## config.mk

```make
export PLATFORM = sky130hd
export DESIGN_NAME = mqpq_ctrl
export DESIGN_NICKNAME = d
export VERILOG_FILES = /design/src/sv/mqpq_pkg.sv /design/src/sv/mqpq_ctrl.sv
export SDC_FILE = /design/constraint.sdc
export NUM_CORES = 1
export LEC_CHECK = 0
export BUFFER_PORTS_ARGS = -buffer_cell sky130_fd_sc_hd__buf_2
export CAP_MARGIN = 10
export CORE_AREA = 2 2 43 45
export DETAILED_ROUTE_END_ITERATION = 16
export DIE_AREA = 0 0 45 47
export GPL_ROUTABILITY_DRIVEN = 0
export PLACE_DENSITY = 0.71
export SYNTH_ARGS = -nofsm -noshare
export SYNTH_HDL_FRONTEND = slang
export SYNTH_SLANG_ARGS = --single-unit
```

## constraint.sdc

```tcl
create_clock -name i_clk -period 1.45 [get_ports i_clk]
set_input_delay 0.29 -clock i_clk [delete_from_list [all_inputs] [get_ports i_clk]]
set_output_delay 0.29 -clock i_clk [all_outputs]
set_load 0.01 [all_outputs]
```

## src/sv/mqpq_pkg.sv

```systemverilog
// ----------------------------------------------------------------------------
// mqpq_pkg
// Shared types and constants of the multi-queue max-priority queue.
// ----------------------------------------------------------------------------
package mqpq_pkg;

    localparam int unsigned DefNumQueues   = 16;
    localparam int unsigned DefPoolEntries = 1024;

    localparam logic [1:0] OP_INSERT = 2'd0;
    localparam logic [1:0] OP_READ   = 2'd1;
    localparam logic [1:0] OP_DELETE = 2'd2;

    localparam logic [1:0] ST_OK    = 2'd0;
    localparam logic [1:0] ST_EMPTY = 2'd1;
    localparam logic [1:0] ST_FULL  = 2'd2;

    typedef enum logic [3:0] {
        S_INIT,
        S_IDLE,
        S_DISPATCH,
        S_RD_WAIT,
        S_DEL_WAIT,
        S_ALLOC_WAIT,
        S_WALK,
        S_CMP,
        S_LINK_NEW,
        S_LINK_PREV,
        S_RESP
    } t_state;

    typedef struct packed {
        logic       init_wr;
        logic       latch;
        logic       rd_head;
        logic       rd_free;
        logic       rd_cur;
        logic       alloc;
        logic       del_commit;
        logic       step;
        logic       wr_link_n;
        logic       link_prev;
        logic       set_res;
        logic [1:0] res_code;
        logic       res_use_key;
        logic       out_load;
    } t_cmd;

    typedef struct packed {
        logic [1:0] op;
        logic       q_valid;
        logic       head_null;
        logic       count_zero;
        logic       cur_null;
        logic       key_ge;
        logic       init_last;
        logic       out_free;
    } t_stat;

endpackage

```

## src/sv/mqpq_ctrl.sv

```systemverilog
// ----------------------------------------------------------------------------
// mqpq_ctrl
// Sequencer for initialization, insert list walk, read and delete.
// ----------------------------------------------------------------------------
module mqpq_ctrl import mqpq_pkg::*; (
    input  logic  i_clk,
    input  logic  i_rst_n,
    input  logic  i_valid,
    output logic  o_ready,
    input  t_stat i_stat,
    output t_cmd  o_cmd
);

    t_state r_state;
    t_state n_state;

    always_ff @(posedge i_clk) begin
        if (!i_rst_n) begin
            r_state <= S_INIT;
        end else begin
            r_state <= n_state;
        end
    end

    always_comb begin
        n_state = r_state;
        case (r_state)
            S_INIT: begin
                if (i_stat.init_last) n_state = S_IDLE;
            end
            S_IDLE: begin
                if (i_valid) n_state = S_DISPATCH;
            end
            S_DISPATCH: begin
                case (i_stat.op)
                    OP_INSERT: begin
                        if (!i_stat.q_valid || i_stat.count_zero) n_state = S_RESP;
                        else n_state = S_ALLOC_WAIT;
                    end
                    OP_READ: begin
                        if (!i_stat.q_valid || i_stat.head_null) n_state = S_RESP;
                        else n_state = S_RD_WAIT;
                    end
                    OP_DELETE: begin
                        if (!i_stat.q_valid || i_stat.head_null) n_state = S_RESP;
                        else n_state = S_DEL_WAIT;
                    end
                    default: n_state = S_RESP;
                endcase
            end
            S_RD_WAIT:    n_state = S_RESP;
            S_DEL_WAIT:   n_state = S_RESP;
            S_ALLOC_WAIT: n_state = S_WALK;
            S_WALK: begin
                if (i_stat.cur_null) n_state = S_LINK_NEW;
                else n_state = S_CMP;
            end
            S_CMP: begin
                if (i_stat.key_ge) n_state = S_LINK_NEW;
                else n_state = S_WALK;
            end
            S_LINK_NEW:  n_state = S_LINK_PREV;
            S_LINK_PREV: n_state = S_RESP;
            S_RESP: begin
                if (i_stat.out_free) n_state = S_IDLE;
            end
            default: n_state = S_INIT;
        endcase
    end

    always_comb begin
        o_cmd   = '0;
        o_ready = 1'b0;
        case (r_state)
            S_INIT: o_cmd.init_wr = 1'b1;
            S_IDLE: begin
                o_ready     = 1'b1;
                o_cmd.latch = i_valid;
            end
            S_DISPATCH: begin
                case (i_stat.op)
                    OP_INSERT: begin
                        if (!i_stat.q_valid || i_stat.count_zero) begin
                            o_cmd.set_res  = 1'b1;
                            o_cmd.res_code = ST_FULL;
                        end else begin
                            o_cmd.rd_free = 1'b1;
                        end
                    end
                    OP_READ, OP_DELETE: begin
                        if (!i_stat.q_valid || i_stat.head_null) begin
                            o_cmd.set_res  = 1'b1;
                            o_cmd.res_code = ST_EMPTY;
                        end else begin
                            o_cmd.rd_head = 1'b1;
                        end
                    end
                    default: begin
                        o_cmd.set_res  = 1'b1;
                        o_cmd.res_code = ST_OK;
                    end
                endcase
            end
            S_RD_WAIT: begin
                o_cmd.set_res     = 1'b1;
                o_cmd.res_code    = ST_OK;
                o_cmd.res_use_key = 1'b1;
            end
            S_DEL_WAIT: begin
                o_cmd.del_commit = 1'b1;
                o_cmd.set_res    = 1'b1;
                o_cmd.res_code   = ST_OK;
            end
            S_ALLOC_WAIT: o_cmd.alloc = 1'b1;
            S_WALK: o_cmd.rd_cur = !i_stat.cur_null;
            S_CMP: o_cmd.step = !i_stat.key_ge;
            S_LINK_NEW: o_cmd.wr_link_n = 1'b1;
            S_LINK_PREV: begin
                o_cmd.link_prev = 1'b1;
                o_cmd.set_res   = 1'b1;
                o_cmd.res_code  = ST_OK;
            end
            S_RESP: o_cmd.out_load = i_stat.out_free;
            default: o_cmd = '0;
        endcase
    end

endmodule

```

# Word level (Yosys, flattened, before mapping)
# Index checks and enable logic that the tools add are counted.
[op_classes] eq_ne=15 mux=30 reduce_logical=10
[op_table] operator="case mux 4 bit (9 select lines)" count=1
[op_table] operator="two-way mux 4 bit" count=8
[op_table] operator="equality test 4 x 3 -> 1 bit, second input constant" count=4
[op_table] operator="two-way mux 1 bit" count=15
[op_table] operator="equality test 4 bit, second input constant" count=3
[op_table] operator="case mux 3 bit (2 select lines)" count=2
[op_table] operator="case mux 4 bit (3 select lines)" count=1
[op_table] operator="equality test 4 x 2 -> 1 bit, second input constant" count=2
[op_table] operator="two-way mux 3 bit" count=2
[op_table] operator="inequality test 2 bit, second input constant" count=3
[op_table] operator="equality test 4 x 1 -> 1 bit, second input constant" count=1
[op_table] operator="logical NOT 4 bit" count=1
[op_table] operator="logical NOT 1 bit" count=3
[op_table] operator="AND reduction 3 bit" count=1
[op_table] operator="OR reduction 3 bit" count=1
[op_table] operator="equality test 2 x 1 -> 1 bit, second input constant" count=1
[op_table] operator="equality test 2 bit, second input constant" count=1
[op_table] operator="logical NOT 2 bit" count=1
[op_table] operator="logical OR 1 bit" count=2
[op_table] operator="two-way mux 2 bit" count=1
[op_table] operator="OR reduction 2 bit" count=1
[totals] regBits=4 inputBits=12 output_inout_bits=16 word_cells=56

# Logic depth before layout (Yosys ltp)
# Gate-level depths: netlist (run 1).
[logic_depth] depth_word=5 ltp_mapped=7 depth_no_buf=7

# Least setup slack after synthesis (run 1)
# Ideal clock, no wire load.
[synth_timing] kind="flip-flop to output port" from="register r_state[2]" to="output port o_cmd[4] in the netlist's numbering" arrival_time_ps=1348 path_slack_ps=-188 stages_incl_launch_ff=6 n_path_buf=1 cell_sequence="dfxtp_1 buf_4 nor4b_2 nand2_1 a21oi_1 or3_1"
[synth_rtl] item="from (decl)" line_no="mqpq_ctrl.sv:14" source="t_state r_state;"
[synth_rtl] item="from (signal assigned)" line_no="mqpq_ctrl.sv:21" source="r_state <= n_state;"
[synth_rtl] item="to (decl)" line_no="mqpq_ctrl.sv:11" source="output t_cmd o_cmd"

==> impl_metrics.json, run 1 <==
{
  "ys_seq_area_share_pct": 12.8,
  "cp-startpoint": "r_state[3]",
  "hold_violations": 0,
  "vias_per_cell": 5.45,
  "die_w_um": 45,
  "slowest_delay_ns": 0.35,
  "placedCellCount": 148,
  "fin_ws_ns": -0.317,
  "floorplan.die_area_sq_um": 2120,
  "drt_iter0_drc": 7,
  "grt_start_max_net_pins": 14,
  "p_int_mw": 0.807,
  "antennaDiodeCount": 0,
  "antenna_left": 0,
  "r2r-end": "r_state[0]",
  "antenna_found_initial": 0,
  "via_count": 867,
  "ys_warn_count": 0,
  "synth_area_sq_um": 627,
  "worst-path-stages": 6,
  "drt_wl_total_mm": 2.05,
  "ir_worst_vdd_mv": 0.638,
  "drc": 0,
  "clockRootBuffer": "clkbuf_4",
  "path_cells": "buf_4 -> nor4b_4 -> nand2_1 -> a21oi_2 -> or3_1 -> buf_2",
  "worstMarginPinSlew_ns": 0.366,
  "synth.avg_cell_area_sq_um": 7.12,
  "drive_gt1_share_pct": 62.0,
  "grt_overflow": 0,
  "finalSetupViolCount": 17,
  "r2r_start": "r_state[3]",
  "cp_data_required_time_ns": 1.16,
  "syn_nets": 105,
  "place_area_sq_um": 936,
  "finalPower_mw": 1.39,
  "violations": "negative setup slack",
  "max_freq_mhz": 566,
  "grt_pass1_wl_mm": 3.17,
  "pwr-share-comb_pct": 74.0,
  "p_seq_share_pct": 16.0,
  "crit_family": "simple AND/OR/NAND/NOR gates",
  "fp.dieH_um": 47,
  "htree_levels": 1,
  "top_register": "r_state",
  "maxCapViolCount": 0,
  "status": "complete, but fails checks",
  "startpoint_type": "register",
  "holdBufCountCts": 0,
  "n_fill_cell": 141,
  "rows": 15,
  "layout.cells.non_filler": 159,
  "min_period_ns": 1.77,
  "syn_inst": 88,
  "timing.critical_path.buf_inv": 2,
  "area_delta_synth_final_pct": 90.0,
  "worst_ep_arrival_time_ns": 1.48,
  "num_io_pins": 28,
  "cp-end-kind": "primary output",
  "grt_pass1_vias": 808,
  "slew_viol_final": 0,
  "synthDistinctLibCells": 39,
  "ff2ff_path_depth": 6,
  "hp-class": "in -> reg",
  "clkSinkCount": 4,
  "finClkSkew_ns": 0.00102,
  "clk_pin_slew_ns": 0.04,
  "io_buffers": 27,
  "wl_per_cell_um": 12.9,
  "clk_path_buf_depth": 2,
  "first_pass_iters": 4,
  "relSlewSlack_pct": 75.4,
  "whs_ns": 0.300,
  "largest_reg_flops": 4,
  "clk_latency_ns": 0.24,
  "dpl.hpwl_mm": 1.46,
  "p_sw_mw": 0.579,
  "initial_core_util_pct": 38.0,
  "leakage_nw": 0.540,
  "cts_tree": "built",
  "critPathMaxFanout": 6,
  "worst-r2r-setup-slack_ns": -0.17,
  "powerDensity_nw_per_um2": 1160,
  "grtUsageTotal_pct": 20.2,
  "rsz0062_at_grt": "true",
  "top_regs": "r_state (4)",
  "final_cell_area_sq_um": 1190,
  "fin_nets": 161,
  "swShare_pct": 41.8,
  "synth_seq_cells": 4,
  "cts_buffers": 3,
  "critPathSlowestCell": "dfxtp_4",
  "crit_end": "o_cmd[4]",
  "post-route-period-util_pct": 122,
  "worst-setup-path-type": "reg -> out",
  "coreArea_sq_um": 1650,
  "clkPwrFrac_pct": 10.0
}
how the worst min path moves through the flow:
| stage | from | to | slack, ns | depth (start not counted) |
|---|---|---|---|---|
| 3_3_place_gp | i_rst_n | r_state[2] | 0.54 | 2 |
| 5_1_grt | i_rst_n | r_state[3] | 0.31 | 2 |
| 3_5_place_dp | i_rst_n | r_state[2] | 0.54 | 2 |
| 6_report | i_rst_n | r_state[3] | 0.30 | 2 |
| 2_1_floorplan | i_rst_n | r_state[3] | 0.41 | 1 |
| 4_1_cts | i_rst_n | r_state[3] | 0.29 | 2 |
cell usage after synthesis:
cell type  count  area (sq um)
a21oi_1        9          45.0
nor2_1         6          22.5
ha_1           5          62.6
inv_1          5          18.8
nand2b_1       5          31.3
nor3_1         5          25.0
dfxtp_1        4          80.1
nand2_1        4          15.0
and3_1         3          18.8
buf_2          3          15.0
nor2b_1        3          18.8
a21boi_0       2          15.0
and2_1         2          12.5
nand3_1        2          10.0
nand3b_1       2          15.0
nor4_1         2          12.5
o211ai_1       2          15.0
o21ai_0        2          10.0
or3_1          2          12.5
a2111oi_1      1          10.0
a21boi_1       1          7.51
and2b_1        1          7.51
buf_4          1          7.51
buf_6          1          11.3
clkbuf_1       1          3.75
nand4_1        1          6.26
nor3b_1        1          7.51
nor4_2         1          12.5
nor4b_2        1          15.0
o2111ai_1      1          8.76
o21ai_1        1          5.00
o221a_2        1          11.3
o22ai_1        1          6.26
o31a_1         1          8.76
o32a_1         1          10.0
o32ai_1        1          8.76
or2b_1         1          7.51
or2b_2         1          8.76
or4_1          1          7.51
stage by stage:
| stage | utilization, % | TNS [ns] | setup WS [ns] |
|---|---|---|---|
| after CTS | 65.2 | -2.73 | -0.310 |
| after global placement | 56.7 | -0.653 | -0.257 |
| after global routing | 72.1 | -4.28 | -0.400 |
| final | 72.1 | -3.08 | -0.317 |
| after detailed placement | 56.7 | -0.856 | -0.284 |
| after floorplan | - | -0.0237 | -0.0237 |
layout make-up:
type | count | area (sq um) | share of cell area [%]
Multi-Input combinational cell | 73 | 626 | 52.5
Inverter | 5 | 18.8 | 1.58
Sequential cell | 4 | 95.1 | 7.98
Clock buffer | 3 | 22.5 | 1.89
Tap cell | 17 | 21.3 | 1.79
Timing Repair Buffer | 57 | 408 | 34.2
layout by cell type, fill, tap and decap left out, types with 4 or more instances in the layout:
cell type  instances
buf_6              8
dfxtp_4            4
ha_1               5
a21oi_1            5
a21oi_2            4
buf_2             23
buf_4             25
nor2_1             4
nand2b_1           4
inv_1              5
worst reg2reg max path: cells and delay by family, from the launching register on:
family | cells | cell delay [ns]
AND/OR/NAND/NOR | 2 | 0.59
AO/OA/AOI/OAI | 3 | 0.40
flip-flops | 1 | 0.35
buffers and inverters | 1 | 0.16
logic make-up (layout without fill, tap and decap cells):
family | after synthesis | count (layout) | synth area share [%]
and+or+nand+nor | 44 | 44 | 42.5
buffers and inverters | 11 | 65 | 8.98
AOI/OAI and AO/OA | 24 | 24 | 25.7
DFF | 4 | 4 | 12.8
adders and majority gates | 5 | 5 | 9.98
metal layers:
| layer | wire length, um | part of all wire (%) | vias to the layer above | track usage [%] |
|---|---|---|---|---|
| met5 | 0 | 0 | - | 0 |
| met2 | 1130 | 55 | 31 | 41.1 |
| met1 | 778 | 38 | 396 | 20.9 |
| li1 | - | - | 435 | - |
| met4 | 29 | 1.4 | 0 | 8.24 |
| met3 | 110 | 5.4 | 5 | 1.92 |
power by group through the flow:
stage               clock network [mW]  logic (mW)  registers [mW]
finish                           0.139        1.03           0.221
global route                     0.157        1.11           0.227
CTS                              0.143       0.892           0.219
detailed placement                   0       0.768           0.191
global placement                     0       0.756           0.190
floorplan                            0       0.471           0.183
what timing repair did:
item,in CTS,in global routing
pin swaps,8,9
cloned,0,0
resized for setup,26,18
buffers inserted,3,6
endpoints found under the setup margin,19,19
Power figures use the tool's default switching activity.
==> run 2, diff against run 1 <==
Settings changed: ABC_AREA from default to 1, CORE_AREA 2 2 43 45 to 2 2 41 43, DIE_AREA 0 0 45 47 to 0 0 43 45, GPL_TIMING_DRIVEN from default to 0, PLACE_DENSITY 0.71 to 0.72.
==> impl_metrics.json, run 2 <==
{
  "fp.dieH_um": 45,
  "regArea_sq_um": 95.1,
  "cp_data_required_time_ns": 1.16,
  "synth_area_leader_cell": "nand2_1",
  "clkSinkCount": 4,
  "drive_gt1_share_pct": 52.4,
  "layout_commonest_cell": "buf_2",
  "synth-simple-area-share_pct": 48.4,
  "slew_viol_final": 0,
  "syn_inst": 103,
  "num_io_pins": 28,
  "relSlewSlack_pct": 88.3,
  "hold_violations": 0,
  "fin_nets": 166,
  "synth_top_cell_area_share_pct": 16.0,
  "drc": 0,
  "grt_start_max_net_pins": 7,
  "synthDistinctLibCells": 16,
  "synth_top_family_by_area": "simple AND/OR/NAND/NOR gates",
  "layout.cells.non_filler": 163,
  "syn_nets": 120,
  "synth.avg_cell_area_sq_um": 5.47,
  "synth_edf_count": 0,
  "post-route-util_pct": 66.3,
  "worstMarginPinSlew_ns": 0.173,
  "htree_levels": 1,
  "holdBufCountCts": 0,
  "post-route-period-util_pct": 108,
  "initial_core_util_pct": 38.3,
  "antenna_left": 0,
  "antennaDiodeCount": 0,
  "synth_seq_cells": 4,
  "final_cell_mix": "buf_2 (25), inv_1 (20), nand2_1 (20), buf_4 (11), nand3_1 (10)",
  "yosysMostFrequentCell": "nand2_1",
  "rows": 14,
  "ys_warn_count": 0,
  "violations": "negative setup slack",
  "hp-class": "in -> reg",
  "min_period_ns": 1.56,
  "cp-end-kind": "primary output",
  "worst_ep_arrival_time_ns": 1.27,
  "grt_pass1_wl_mm": 2.59,
  "ys_seq_area_share_pct": 14.2,
  "leakage_nw": 0.595,
  "cts_tree": "built",
  "rsz0062_at_grt": "true",
  "finClkSkew_ns": 0.00329,
  "top_register": "r_state",
  "via_count": 787,
  "ir_worst_vdd_mv": 0.585,
  "n_fill_cell": 124,
  "vias_per_cell": 4.83,
  "floorplan.die_area_sq_um": 1940,
  "powerDensity_nw_per_um2": 1180,
  "io_buffers": 27,
  "max_freq_mhz": 639,
  "final_cell_area_sq_um": 976,
  "drt_iter0_drc": 12,
  "status": "complete, but fails checks",
  "place_area_sq_um": 718,
  "synthMuxAreaShare_pct": 0,
  "drt_wl_total_mm": 1.71,
  "whs_ns": 0.257,
  "wl_per_cell_um": 10.5,
  "clockRootBuffer": "clkbuf_4",
  "first_pass_iters": 4,
  "finalSetupViolCount": 6,
  "fin_ws_ns": -0.115,
  "placedCellCount": 146,
  "yosys.area_share.xor_xnor_pct": 0,
  "synthFlopType": "dfxtp_1",
  "clk_pin_slew_ns": 0.04,
  "top_regs": "r_state (4)",
  "cts_buffers": 3,
  "clk_path_buf_depth": 2,
  "antenna_found_initial": 0,
  "area_delta_synth_final_pct": 73.3,
  "synth_fa_ha_area_share_pct": 11.1,
  "clk_latency_ns": 0.23,
  "worst-setup-path-type": "reg -> out",
  "startpoint_type": "register",
  "synth_compound_area_share_pct": 8.89,
  "grt_overflow": 0,
  "dpl.hpwl_mm": 1.18,
  "grt_pass1_vias": 679,
  "grtUsageTotal_pct": 17.1,
  "die_w_um": 43,
  "largest_reg_flops": 4,
  "synth_area_sq_um": 563,
  "synthTopCellsByArea": "nand2_1 (16%), inv_1 (15%), dfxtp_1 (14%)",
  "multi_input_area_sq_um": 474,
  "synthArstFlopShare_pct": 0,
  "maxCapViolCount": 0,
  "synth_commonest_cells": "nand2_1 (24), inv_1 (23), nor2_1 (14), nand3_1 (12)",
  "coreArea_sq_um": 1470,
  "critPathMaxFanout": 4
}
==> run 2: cell count changes after synthesis, sizes merged, moves of 3 or more <==
cell    delta
inv       +21
nand2     +21
nor2      +15
nand3     +10
buf        -5
nand2b     -5
a21oi      -4
nor3       -4
a21boi     -3
and3       -3
nor2b      -3
nor4       -3
==> run 2: through the flow <==
stage                     setup TNS [ns]  power [mW]  worst slack, ns
after floorplan                        0       0.599            0.156
after global placement            -0.135       0.759           -0.135
after detailed placement          -0.154       0.767           -0.154
after CTS                         -0.311        1.00          -0.0709
after global routing               -1.01        1.24           -0.182
final                             -0.417        1.15           -0.115
==> run 2: worst max-delay path, stage by stage (launching register included) <==
cell	delay, ns
dfxtp_4	0.36
inv_1	0.05
nor2_2	0.16
nand2_2	0.09
nand3_2	0.12
nor2_2	0.06
o21ai_1	0.06
buf_2	0.14
==> run 2: final timing paths <==
check | slack [ns] | cells past startpoint | endpoint | start
max | -0.11 | 7 | o_cmd[4] | r_state[0]
max reg2reg | 0.14 | 11 | r_state[3] | r_state[2]
min | 0.26 | 3 | r_state[3] | i_rst_n
min reg2reg | 0.77 | 5 | r_state[0] | r_state[1]
==> run 2: layout make-up <==
| cell class | instances | area share [%] |
|---|---|---|
| clock buffer | 3 | 2.31 |
| inverter | 26 | 10.3 |
| tap | 16 | 2.05 |
| timing repair buffer | 41 | 27.1 |
| multi-input combinational | 73 | 48.6 |
| sequential | 4 | 9.74 |
==> run 2: power breakdown <==
group          leakage [nW]  internal, mW  switching (mW)
Sequential           0.0356         0.164          0.0543
Clock                0.0138        0.0926          0.0451
Combinational         0.546         0.353           0.445
Total                 0.595         0.610           0.544
==> run 2: what timing repair did <==
item                                   4_1_cts  5_1_grt
buffers inserted                             6        8
setup endpoints to repair                    8       11
gates resized for setup                     18       21
endpoints found under the hold margin        0        0
pin swaps                                    6        9
==> run 2: cell families after synthesis <==
family | Yosys count
AND/OR/NAND/NOR | 59
buffers and inverters | 26
AO/OA/AOI/OAI | 9
adder cells (fa/ha/maj) | 5
flip-flops | 4
==> run 2: layer usage <==
layer	track usage, %	routed length [um]
met2	32.7	881
met1	19.9	653
met5	0	0
met4	3.03	36
met3	3.60	143
